===== src/hw/rtl/rgc_pkg.sv =====
// Shared types, constants and control store for the room graph connectivity check.
`timescale 1ns / 1ps

package rgc_pkg;

    localparam int MAX_ROOMS  = 16;
    localparam int DOORS      = 4;
    localparam int SLOT_W     = 4;
    localparam int DOOR_W     = 5;
    localparam int ROW_W      = DOORS * DOOR_W;
    localparam int DEPTH_W    = 5;
    localparam int DOOR_CNT_W = 2;
    localparam int UPC_W      = 3;

    // Jump conditions of a control word.
    typedef enum logic [1:0] {
        COND_NONE,
        COND_ALWAYS,
        COND_EMPTY,
        COND_LAST_DOOR
    } cond_t;

    // One control word of the walk program.
    typedef struct packed {
        logic                   init_walk;
        logic                   pop;
        logic                   load_cur;
        logic                   scan;
        logic                   finish;
        logic                   hold;
        cond_t                  cond;
        logic [UPC_W-1:0]       target;
    } ctrl_t;

    // Status flags fed back to the sequencer.
    typedef struct packed {
        logic stack_empty;
        logic last_door;
    } stat_t;

    localparam logic [UPC_W-1:0] STEP_INIT   = 3'd0;
    localparam logic [UPC_W-1:0] STEP_POP    = 3'd1;
    localparam logic [UPC_W-1:0] STEP_LOAD   = 3'd2;
    localparam logic [UPC_W-1:0] STEP_SCAN   = 3'd3;
    localparam logic [UPC_W-1:0] STEP_FINISH = 3'd4;

    localparam ctrl_t CTRL_NOP = '0;

    // Control store: one word per step.
    function automatic ctrl_t ucode(input logic [UPC_W-1:0] upc);
        ctrl_t w;
        w = CTRL_NOP;
        case (upc)
            STEP_INIT:
            begin
                w.init_walk = 1'b1;
            end
            STEP_POP:
            begin
                w.pop    = 1'b1;
                w.cond   = COND_EMPTY;
                w.target = STEP_FINISH;
            end
            STEP_LOAD:
            begin
                w.load_cur = 1'b1;
            end
            STEP_SCAN:
            begin
                w.scan   = 1'b1;
                w.hold   = 1'b1;
                w.cond   = COND_LAST_DOOR;
                w.target = STEP_POP;
            end
            STEP_FINISH:
            begin
                w.finish = 1'b1;
            end
            default:
            begin
                w = CTRL_NOP;
            end
        endcase
        return w;
    endfunction

endpackage


===== src/hw/rtl/rgc_ram.sv =====
// Generic single-write, single-read RAM with registered read data.
`timescale 1ns / 1ps

module rgc_ram #(
    parameter int WIDTH = 8,
    parameter int DEPTH = 16
) (
    input  logic                     clk,
    input  logic                     we,
    input  logic [$clog2(DEPTH)-1:0] waddr,
    input  logic [WIDTH-1:0]         wdata,
    input  logic                     re,
    input  logic [$clog2(DEPTH)-1:0] raddr,
    output logic [WIDTH-1:0]         rdata
);

    logic [WIDTH-1:0] mem [DEPTH];

    always_ff @(posedge clk)
    begin
        if (we)
        begin
            mem[waddr] <= wdata;
        end
        if (re)
        begin
            rdata <= mem[raddr];
        end
    end

endmodule


===== src/hw/rtl/rgc_seq.sv =====
// Step counter and control store sequencer for the walk program.
`timescale 1ns / 1ps

module rgc_seq (
    input  logic           clk,
    input  logic           rst_n,
    input  logic           go,
    input  rgc_pkg::stat_t stat,
    output logic           busy,
    output rgc_pkg::ctrl_t ctrl
);

    logic [rgc_pkg::UPC_W-1:0] upc_reg;
    logic [rgc_pkg::UPC_W-1:0] upc_next;
    logic                      busy_reg;
    logic                      busy_next;
    logic                      taken;

    always_ff @(posedge clk or negedge rst_n)
    begin
        if (!rst_n)
        begin
            upc_reg  <= rgc_pkg::STEP_INIT;
            busy_reg <= 1'b0;
        end
        else
        begin
            upc_reg  <= upc_next;
            busy_reg <= busy_next;
        end
    end

    always_comb
    begin
        ctrl = busy_reg ? rgc_pkg::ucode(upc_reg) : rgc_pkg::CTRL_NOP;
        case (ctrl.cond)
            rgc_pkg::COND_NONE:      taken = 1'b0;
            rgc_pkg::COND_ALWAYS:    taken = 1'b1;
            rgc_pkg::COND_EMPTY:     taken = stat.stack_empty;
            rgc_pkg::COND_LAST_DOOR: taken = stat.last_door;
            default:                 taken = 1'b0;
        endcase

        upc_next  = upc_reg;
        busy_next = busy_reg;
        if (go)
        begin
            upc_next  = rgc_pkg::STEP_INIT;
            busy_next = 1'b1;
        end
        else if (busy_reg)
        begin
            if (ctrl.finish)
            begin
                busy_next = 1'b0;
            end
            else if (taken)
            begin
                upc_next = ctrl.target;
            end
            else if (!ctrl.hold)
            begin
                upc_next = upc_reg + 1'b1;
            end
        end
    end

    assign busy = busy_reg;

endmodule


===== src/hw/rtl/rgc_dp.sv =====
// Datapath: room table flags, visited set, stack pointer and result registers.
`timescale 1ns / 1ps

module rgc_dp (
    input  logic                               clk,
    input  logic                               rst_n,
    input  logic                               load,
    input  logic [rgc_pkg::SLOT_W-1:0]         room_index,
    input  logic                               is_room,
    input  logic [rgc_pkg::ROW_W-1:0]          door_row,
    input  rgc_pkg::ctrl_t                     ctrl,
    output rgc_pkg::stat_t                     stat,
    output logic                               door_we,
    output logic [rgc_pkg::SLOT_W-1:0]         door_waddr,
    output logic [rgc_pkg::ROW_W-1:0]          door_wdata,
    output logic                               door_re,
    output logic [rgc_pkg::SLOT_W-1:0]         door_raddr,
    input  logic [rgc_pkg::ROW_W-1:0]          door_rdata,
    output logic                               st_we,
    output logic [rgc_pkg::SLOT_W-1:0]         st_waddr,
    output logic [rgc_pkg::SLOT_W-1:0]         st_wdata,
    output logic                               st_re,
    output logic [rgc_pkg::SLOT_W-1:0]         st_raddr,
    input  logic [rgc_pkg::SLOT_W-1:0]         st_rdata,
    output logic                               done,
    output logic                               all_connected,
    output logic [rgc_pkg::MAX_ROOMS-1:0]      reached_mask,
    output logic [rgc_pkg::SLOT_W-1:0]         start_room
);

    logic [rgc_pkg::MAX_ROOMS-1:0]  room_kind_reg, room_kind_next;
    logic [rgc_pkg::MAX_ROOMS-1:0]  row_valid_reg, row_valid_next;
    logic [rgc_pkg::MAX_ROOMS-1:0]  visited_reg, visited_next;
    logic [rgc_pkg::DEPTH_W-1:0]    depth_reg, depth_next;
    logic                           done_reg, done_next;
    logic [rgc_pkg::SLOT_W-1:0]     cur_reg, cur_next;
    logic [rgc_pkg::DOOR_CNT_W-1:0] door_cnt_reg, door_cnt_next;
    logic [rgc_pkg::SLOT_W-1:0]     start_reg, start_next;
    logic                           ok_reg, ok_next;
    logic [rgc_pkg::MAX_ROOMS-1:0]  mask_reg, mask_next;
    logic [rgc_pkg::SLOT_W-1:0]     start_slot;
    logic [rgc_pkg::DOOR_W-1:0]     door_t;
    logic [rgc_pkg::SLOT_W-1:0]     target;
    logic                           door_ok;

    always_ff @(posedge clk or negedge rst_n)
    begin
        if (!rst_n)
        begin
            room_kind_reg <= '0;
            row_valid_reg <= '0;
            visited_reg   <= '0;
            depth_reg     <= '0;
            done_reg      <= 1'b0;
        end
        else
        begin
            room_kind_reg <= room_kind_next;
            row_valid_reg <= row_valid_next;
            visited_reg   <= visited_next;
            depth_reg     <= depth_next;
            done_reg      <= done_next;
        end
    end

    always_ff @(posedge clk)
    begin
        cur_reg      <= cur_next;
        door_cnt_reg <= door_cnt_next;
        start_reg    <= start_next;
        ok_reg       <= ok_next;
        mask_reg     <= mask_next;
    end

    // Highest real room, slot 0 when there is none.
    always_comb
    begin
        start_slot = '0;
        for (int i = 0; i < rgc_pkg::MAX_ROOMS; i++)
        begin
            if (room_kind_reg[i])
            begin
                start_slot = i[rgc_pkg::SLOT_W-1:0];
            end
        end
    end

    // A row never written since the last clear reads as all doors absent.
    assign door_t  = door_rdata[door_cnt_reg*rgc_pkg::DOOR_W +: rgc_pkg::DOOR_W];
    assign target  = door_t[rgc_pkg::SLOT_W-1:0];
    assign door_ok = row_valid_reg[cur_reg] && !door_t[rgc_pkg::DOOR_W-1]
                     && !visited_reg[target];

    always_comb
    begin
        room_kind_next = room_kind_reg;
        row_valid_next = row_valid_reg;
        visited_next   = visited_reg;
        depth_next     = depth_reg;
        done_next      = 1'b0;
        cur_next       = cur_reg;
        door_cnt_next  = door_cnt_reg;
        start_next     = start_reg;
        ok_next        = ok_reg;
        mask_next      = mask_reg;

        door_we    = load;
        door_waddr = room_index;
        door_wdata = door_row;
        door_re    = ctrl.load_cur;
        door_raddr = st_rdata;
        st_we      = 1'b0;
        st_waddr   = depth_reg[rgc_pkg::SLOT_W-1:0];
        st_wdata   = target;
        st_re      = 1'b0;
        st_raddr   = st_waddr - 1'b1;

        if (load)
        begin
            room_kind_next[room_index] = is_room;
            row_valid_next[room_index] = 1'b1;
        end

        if (ctrl.init_walk)
        begin
            visited_next             = '0;
            visited_next[start_slot] = 1'b1;
            start_next               = start_slot;
            st_we                    = 1'b1;
            st_waddr                 = '0;
            st_wdata                 = start_slot;
            depth_next               = rgc_pkg::DEPTH_W'(1);
        end

        if (ctrl.pop && depth_reg != '0)
        begin
            st_re      = 1'b1;
            depth_next = depth_reg - 1'b1;
        end

        if (ctrl.load_cur)
        begin
            cur_next      = st_rdata;
            door_cnt_next = '0;
        end

        if (ctrl.scan)
        begin
            door_cnt_next = door_cnt_reg + 1'b1;
            if (door_ok)
            begin
                visited_next[target] = 1'b1;
                if (depth_reg < rgc_pkg::DEPTH_W'(rgc_pkg::MAX_ROOMS))
                begin
                    st_we      = 1'b1;
                    depth_next = depth_reg + 1'b1;
                end
            end
        end

        if (ctrl.finish)
        begin
            done_next      = 1'b1;
            ok_next        = ~|(room_kind_reg & ~visited_reg);
            mask_next      = visited_reg;
            room_kind_next = '0;
            row_valid_next = '0;
        end
    end

    assign stat.stack_empty = (depth_reg == '0);
    assign stat.last_door   = (door_cnt_reg == rgc_pkg::DOOR_CNT_W'(rgc_pkg::DOORS - 1));

    assign done          = done_reg;
    assign all_connected = ok_reg;
    assign reached_mask  = mask_reg;
    assign start_room    = start_reg;

    a_depth_bound: assert property (@(posedge clk) disable iff (!rst_n)
        depth_reg <= rgc_pkg::DEPTH_W'(rgc_pkg::MAX_ROOMS))
        else $error("walk stack depth beyond table size");

    a_start_visited: assert property (@(posedge clk) disable iff (!rst_n)
        ctrl.init_walk |=> visited_reg[start_reg])
        else $error("start slot not marked visited");

    a_pop_nonempty: assert property (@(posedge clk) disable iff (!rst_n)
        ctrl.load_cur |-> $past(st_re))
        else $error("slot loaded without a stack read");

endmodule


===== src/hw/rtl/room_graph_connectivity_check.sv =====
// Top level of the room graph connectivity check: sequencer, datapath and two RAMs.
`timescale 1ns / 1ps

// Records load one per cycle while busy is low; a record without last gives no result.
// A record with last starts the walk: an init step, then for each slot reached a pop,
// a load of the slot and one step per door, then a final pop and a finish step; done
// is registered from the finish step.
// done lasts one cycle and cannot be stalled; busy is already low in that cycle.
// Reset (async, rst_n low) empties the room table and idles the sequencer.
module room_graph_connectivity_check (
    input  logic                          clk,
    input  logic                          rst_n,
    input  logic                          start,
    output logic                          busy,
    input  logic [rgc_pkg::SLOT_W-1:0]    room_index,
    input  logic                          is_room,
    input  logic signed [rgc_pkg::DOOR_W-1:0] door_a,
    input  logic signed [rgc_pkg::DOOR_W-1:0] door_b,
    input  logic signed [rgc_pkg::DOOR_W-1:0] door_c,
    input  logic signed [rgc_pkg::DOOR_W-1:0] door_d,
    input  logic                          last,
    output logic                          done,
    output logic                          all_connected,
    output logic [rgc_pkg::MAX_ROOMS-1:0] reached_mask,
    output logic [rgc_pkg::SLOT_W-1:0]    start_room
);

    logic                          load;
    logic                          go;
    rgc_pkg::ctrl_t                ctrl;
    rgc_pkg::stat_t                stat;
    logic [rgc_pkg::ROW_W-1:0]     door_row;
    logic                          door_we;
    logic [rgc_pkg::SLOT_W-1:0]    door_waddr;
    logic [rgc_pkg::ROW_W-1:0]     door_wdata;
    logic                          door_re;
    logic [rgc_pkg::SLOT_W-1:0]    door_raddr;
    logic [rgc_pkg::ROW_W-1:0]     door_rdata;
    logic                          st_we;
    logic [rgc_pkg::SLOT_W-1:0]    st_waddr;
    logic [rgc_pkg::SLOT_W-1:0]    st_wdata;
    logic                          st_re;
    logic [rgc_pkg::SLOT_W-1:0]    st_raddr;
    logic [rgc_pkg::SLOT_W-1:0]    st_rdata;

    // Every transfer stores its record; only a last record kicks off the walk.
    assign load = start && !busy;
    assign go   = load && last;

    // Pack the four doors into one table row, first door in the low bits.
    assign door_row = {door_d, door_c, door_b, door_a};

    rgc_seq u_seq (
        .clk   (clk),
        .rst_n (rst_n),
        .go    (go),
        .stat  (stat),
        .busy  (busy),
        .ctrl  (ctrl)
    );

    rgc_dp u_dp (
        .clk           (clk),
        .rst_n         (rst_n),
        .load          (load),
        .room_index    (room_index),
        .is_room       (is_room),
        .door_row      (door_row),
        .ctrl          (ctrl),
        .stat          (stat),
        .door_we       (door_we),
        .door_waddr    (door_waddr),
        .door_wdata    (door_wdata),
        .door_re       (door_re),
        .door_raddr    (door_raddr),
        .door_rdata    (door_rdata),
        .st_we         (st_we),
        .st_waddr      (st_waddr),
        .st_wdata      (st_wdata),
        .st_re         (st_re),
        .st_raddr      (st_raddr),
        .st_rdata      (st_rdata),
        .done          (done),
        .all_connected (all_connected),
        .reached_mask  (reached_mask),
        .start_room    (start_room)
    );

    // Door table: one row of door links per slot; row valid bits live in the datapath.
    rgc_ram #(
        .WIDTH (rgc_pkg::ROW_W),
        .DEPTH (rgc_pkg::MAX_ROOMS)
    ) u_door_ram (
        .clk   (clk),
        .we    (door_we),
        .waddr (door_waddr),
        .wdata (door_wdata),
        .re    (door_re),
        .raddr (door_raddr),
        .rdata (door_rdata)
    );

    // Walk stack: each slot is pushed at most once, so the table depth suffices.
    rgc_ram #(
        .WIDTH (rgc_pkg::SLOT_W),
        .DEPTH (rgc_pkg::MAX_ROOMS)
    ) u_stack_ram (
        .clk   (clk),
        .we    (st_we),
        .waddr (st_waddr),
        .wdata (st_wdata),
        .re    (st_re),
        .raddr (st_raddr),
        .rdata (st_rdata)
    );

    a_done_idle: assert property (@(posedge clk) disable iff (!rst_n)
        done |-> !busy)
        else $error("result shown while the walk still runs");

    a_start_reached: assert property (@(posedge clk) disable iff (!rst_n)
        done |-> reached_mask[start_room])
        else $error("start slot missing from reached mask");

    a_busy_cause: assert property (@(posedge clk) disable iff (!rst_n)
        $rose(busy) |-> $past(start && last))
        else $error("walk began without a last record");

endmodule

===== config.mk =====
export PLATFORM = sky130hd
export DESIGN_NAME = room_graph_connectivity_check
export DESIGN_NICKNAME = d
export VERILOG_FILES = /design/src/hw/rtl/rgc_pkg.sv /design/src/hw/rtl/rgc_ram.sv /design/src/hw/rtl/rgc_seq.sv /design/src/hw/rtl/rgc_dp.sv /design/src/hw/rtl/room_graph_connectivity_check.sv
export SDC_FILE = /design/constraint.sdc
export NUM_CORES = 1
export LEC_CHECK = 0
export BUFFER_PORTS_ARGS = -buffer_cell sky130_fd_sc_hd__clkbuf_2
export CAP_MARGIN = 10
export CELL_PAD_IN_SITES_DETAIL_PLACEMENT = 0
export CELL_PAD_IN_SITES_GLOBAL_PLACEMENT = 1
export CORE_AREA = 2 2 203 205
export DETAILED_ROUTE_END_ITERATION = 8
export DIE_AREA = 0 0 205 207
export GPL_TIMING_DRIVEN = 0
export PLACE_DENSITY = 0.71
export SLEW_MARGIN = 0
export SYNTH_ARGS = -nofsm -noshare
export SYNTH_HDL_FRONTEND = slang
export SYNTH_SLANG_ARGS = --single-unit

===== constraint.sdc =====
create_clock -name clk -period 3.35 [get_ports clk]
set_clock_uncertainty 0.1 [all_clocks]
set_input_delay 0.67 -clock clk [delete_from_list [all_inputs] [get_ports clk]]
set_output_delay 0.67 -clock clk [all_outputs]
set_load 0.005 [all_outputs]

==> results_dict.tcl <==
set metrics [dict create \
    run_status "finished, violations left" \
    violations "negative setup slack" \
    max_flop_register "u_door_ram.mem" \
    postRouteAntennaNets 0 \
    grt_pass1_wl_um 66650 \
    synth-seq-cells 493 \
    yosys_most_used_dff "edfxtp_1" \
    syn_area_mm2 0.01952 \
    synth_edf_count 435 \
    internal_power_mw 12.85 \
    required_ps 3500 \
    drc 0 \
    netlist.area_leader.share_pct 66.90 \
    nNetsFinal 1169 \
    grt_max_degree 59 \
    ir_drop_mv 0.3666 \
    drt_iter0_markers 1182 \
    layout-drive-gt1-share_pct 28.86 \
    p_sw_mw 5.362 \
    synth_area_leaders "edfxtp_1 67%, mux4_2 15%, dfrtp_1 7.4%, nor2_1 1.6%, mux2i_1 1.3%" \
    p_sw_share_pct 29.45 \
    fmax_ghz 0.2980 \
    vias 9996 \
    yosys-top-cells-count "435 x edfxtp_1, 129 x mux4_2, 81 x nor2_1" \
    total_power_mw 18.21 \
    slew_headroom_pct 20.43 \
    drt_wl_total_um 44390 \
    rsz0062_at_grt "true" \
    ys_types 53 \
    p_leak_nw 7.693 \
    critPathKind "reg2reg" \
    portBuffers 51 \
    cts-buffers-inserted 49 \
    power_frac_seq_pct 43.9 \
    ios 52 \
    hold_slack_ps 99.45 \
    clkLatencyLatePin_ps 590 \
    synthMostInstantiatedCell "edfxtp_1" \
    dieHeight_um 207 \
    synth_area_leader_cell "edfxtp_1" \
    syn_avg_cell_area_um2 19.62 \
    grt.total_usage_pct 21.71 \
    ys_seq_area_share_pct 74.34 \
    cts_tree "built" \
    grt_overflow 0 \
    die_area_mm2 0.04244 \
    crit_path_max_fanout 6 \
    gp_congestion 0.8623 \
    area_growth_pct 17.67 \
    maxCapViolations 0 \
    startpoint_type "flop" \
    power_frac_clock_pct 30.9 \
    core_area_mm2 0.04037 \
    report.final.slew_viol_count 0 \
    cts_root_buf "clkbuf_16" \
    crit_path_end_kind "flop" \
    antenna_found_initial 0 \
    fin_ws_ps -5.979 \
    min_period_over_period_pct 100.2 \
    clk_pin_slew_ps 60 \
    routedWlPerCell_um 26.07 \
    via_per_inst 5.870 \
    die_w_um 205 \
    setup_violations 4 \
    rows 74 \
    grt_pass1_vias 10171 \
    synth_nets 1032 \
    synthArstFlopShare_pct 11.76 \
    htree_levels 2 \
    start_util_pct 48.37 \
    hp-class "in2async" \
    cp_data_arrival_time_ps 3510 \
    worst_slew_pin_slew_ps 1194 \
    powerDensity_mw_per_mm2 792.5 \
    yosysWarnings 0 \
    combinationalPowerShare_pct 25.2 \
    fin_crit_ps 3356 \
    final_hold_viol_count 0 \
    cts_max_path_buffers 3 \
    diodes 0 \
    dr.pass1.iters 5 \
    netlist_instances 995 \
    cts_sinks 493 \
    reg_top3 "u_door_ram.mem: 320 flops, u_stack_ram.mem: 64 flops, u_door_ram.rdata: 20 flops" \
    hpwlAfterDp_um 28610 \
    largest_reg_flops 320 \
]
==> power by group through the flow <==
stage               sequential [mW]  clock [mW]  combinational, mW
floorplan                      7.93           0               3.09
global placement               8.10           0               4.38
detailed placement             8.09           0               4.49
CTS                            7.98        5.74               4.58
global route                   8.04        5.97               4.99
finish                         7.99        5.63               4.59
==> critical path, cell delays in order, from the launching register on <==
cell and delay, ps:
edfxtp_1 360, buf_6 140, mux4_2 570, buf_6 180, mux2i_1 170, mux2i_1 120
a221oi_2 310, nand4b_4 190, or4b_4 600, nor3_4 280
==> cell type report <==
class	instances	area (um2)
Buffer	41	182.7
Clock inverter	23	319.1
Inverter	28	105.1
Tap cell	532	665.6
Sequential cell	493	14510
Timing Repair Buffer	89	848.3
Clock buffer	67	1335
Fill cell	3093	17390
Multi-Input combinational cell	430	5006
==> cell usage in the layout, fill, tap and decap left out, types with 7 or more instances in the layout <==
| cell | synthesis | final |
|---|---|---|
| clkinv_1 | 1 | 7 |
| buf_16 | 0 | 12 |
| buf_6 | 3 | 9 |
| clkbuf_16 | 0 | 50 |
| o221ai_1 | 8 | 8 |
| edfxtp_1 | 435 | 435 |
| nand3_1 | 9 | 9 |
| mux4_2 | 129 | 129 |
| dfrtp_1 | 58 | 58 |
| buf_4 | 0 | 15 |
| inv_1 | 27 | 27 |
| nand2_1 | 47 | 47 |
| nor2_4 | 0 | 18 |
| mux2i_1 | 25 | 25 |
| a21oi_1 | 13 | 13 |
| clkbuf_1 | 30 | 40 |
| clkbuf_2 | 0 | 53 |
| o21ai_0 | 18 | 16 |
| buf_1 | 10 | 8 |
| nor4_1 | 11 | 7 |
| ha_1 | 8 | 7 |
| nand2b_1 | 9 | 9 |
| bufinv_16 | 0 | 7 |
| nor2_1 | 81 | 62 |
==> metal layers <==
layer  GRT usage (%)  wire (um)
met5               0          0
met4           5.557        981
met3           3.933       3016
met2           33.89      21510
met1           32.01      18880
==> kinds of logic after synthesis <==
family                   count (synthesis)  share of synthesized area (%)
multiplexers                           155                          16.22
AND/OR/NAND/NOR                        195                          4.819
adder cells (fa/ha/maj)                  8                         0.5127
flip-flops                             493                          74.34
XOR/XNOR                                 3                         0.1346
buffers and inverters                   72                          1.506
AO/OA/AOI/OAI                           69                          2.474
==> what timing repair did <==
| item | CTS | global route |
|---|---|---|
| setup endpoints to repair | 85 | 76 |
| gates resized for setup | 25 | 16 |
| setup buffers | 4 | 8 |
| hold endpoints to repair | 0 | 0 |
| hold buffers | 0 | 0 |
| cloned | 0 | 0 |
| pin swaps | 2 | 5 |
==> stage by stage <==
| stage | util (%) | instances | worst slack, ps | area, um2 | TNS (ps) |
|---|---|---|---|---|---|
| final | 56.91 | 1703 | -5.979 | 22980 | -14.60 |
| after global routing | 56.91 | 1703 | -140.3 | 22980 | -1643 |
| after CTS | 56.63 | 1696 | -101.6 | 22860 | -1375 |
| after detailed placement | 52.18 | 1604 | -738.7 | 21070 | -20890 |
| after global placement | 50.66 | 1578 | -2274 | 20450 | -399900 |
| after floorplan | - | 995 | 89.78 | 19530 | 0 |
==> worst paths after layout <==
kind,startpoint,to,slack [ps],cells past startpoint
max,u_dp.door_cnt_reg[0]$_SDFFCE_PN0P_,u_stack_ram.mem[4][0]$_DFFE_PP_,-6,9
min,rst_n,u_dp.done$_DFF_PN0_,100,1
max reg2reg,u_dp.door_cnt_reg[0]$_SDFFCE_PN0P_,u_stack_ram.mem[4][0]$_DFFE_PP_,-6,9
min reg2reg,u_stack_ram.rdata[1]$_DFFE_PP_,u_dp.cur_reg[1]$_DFFE_PP_,380,0
max in group asynchronous,rst_n,u_dp.row_valid_reg[11]$_DFFE_PN0P_,2490,1
min in group clk,is_room,u_dp.room_kind_reg[1]$_DFFE_PN0P_,360,3
Note: power is estimated with default switching activity, not from simulation.
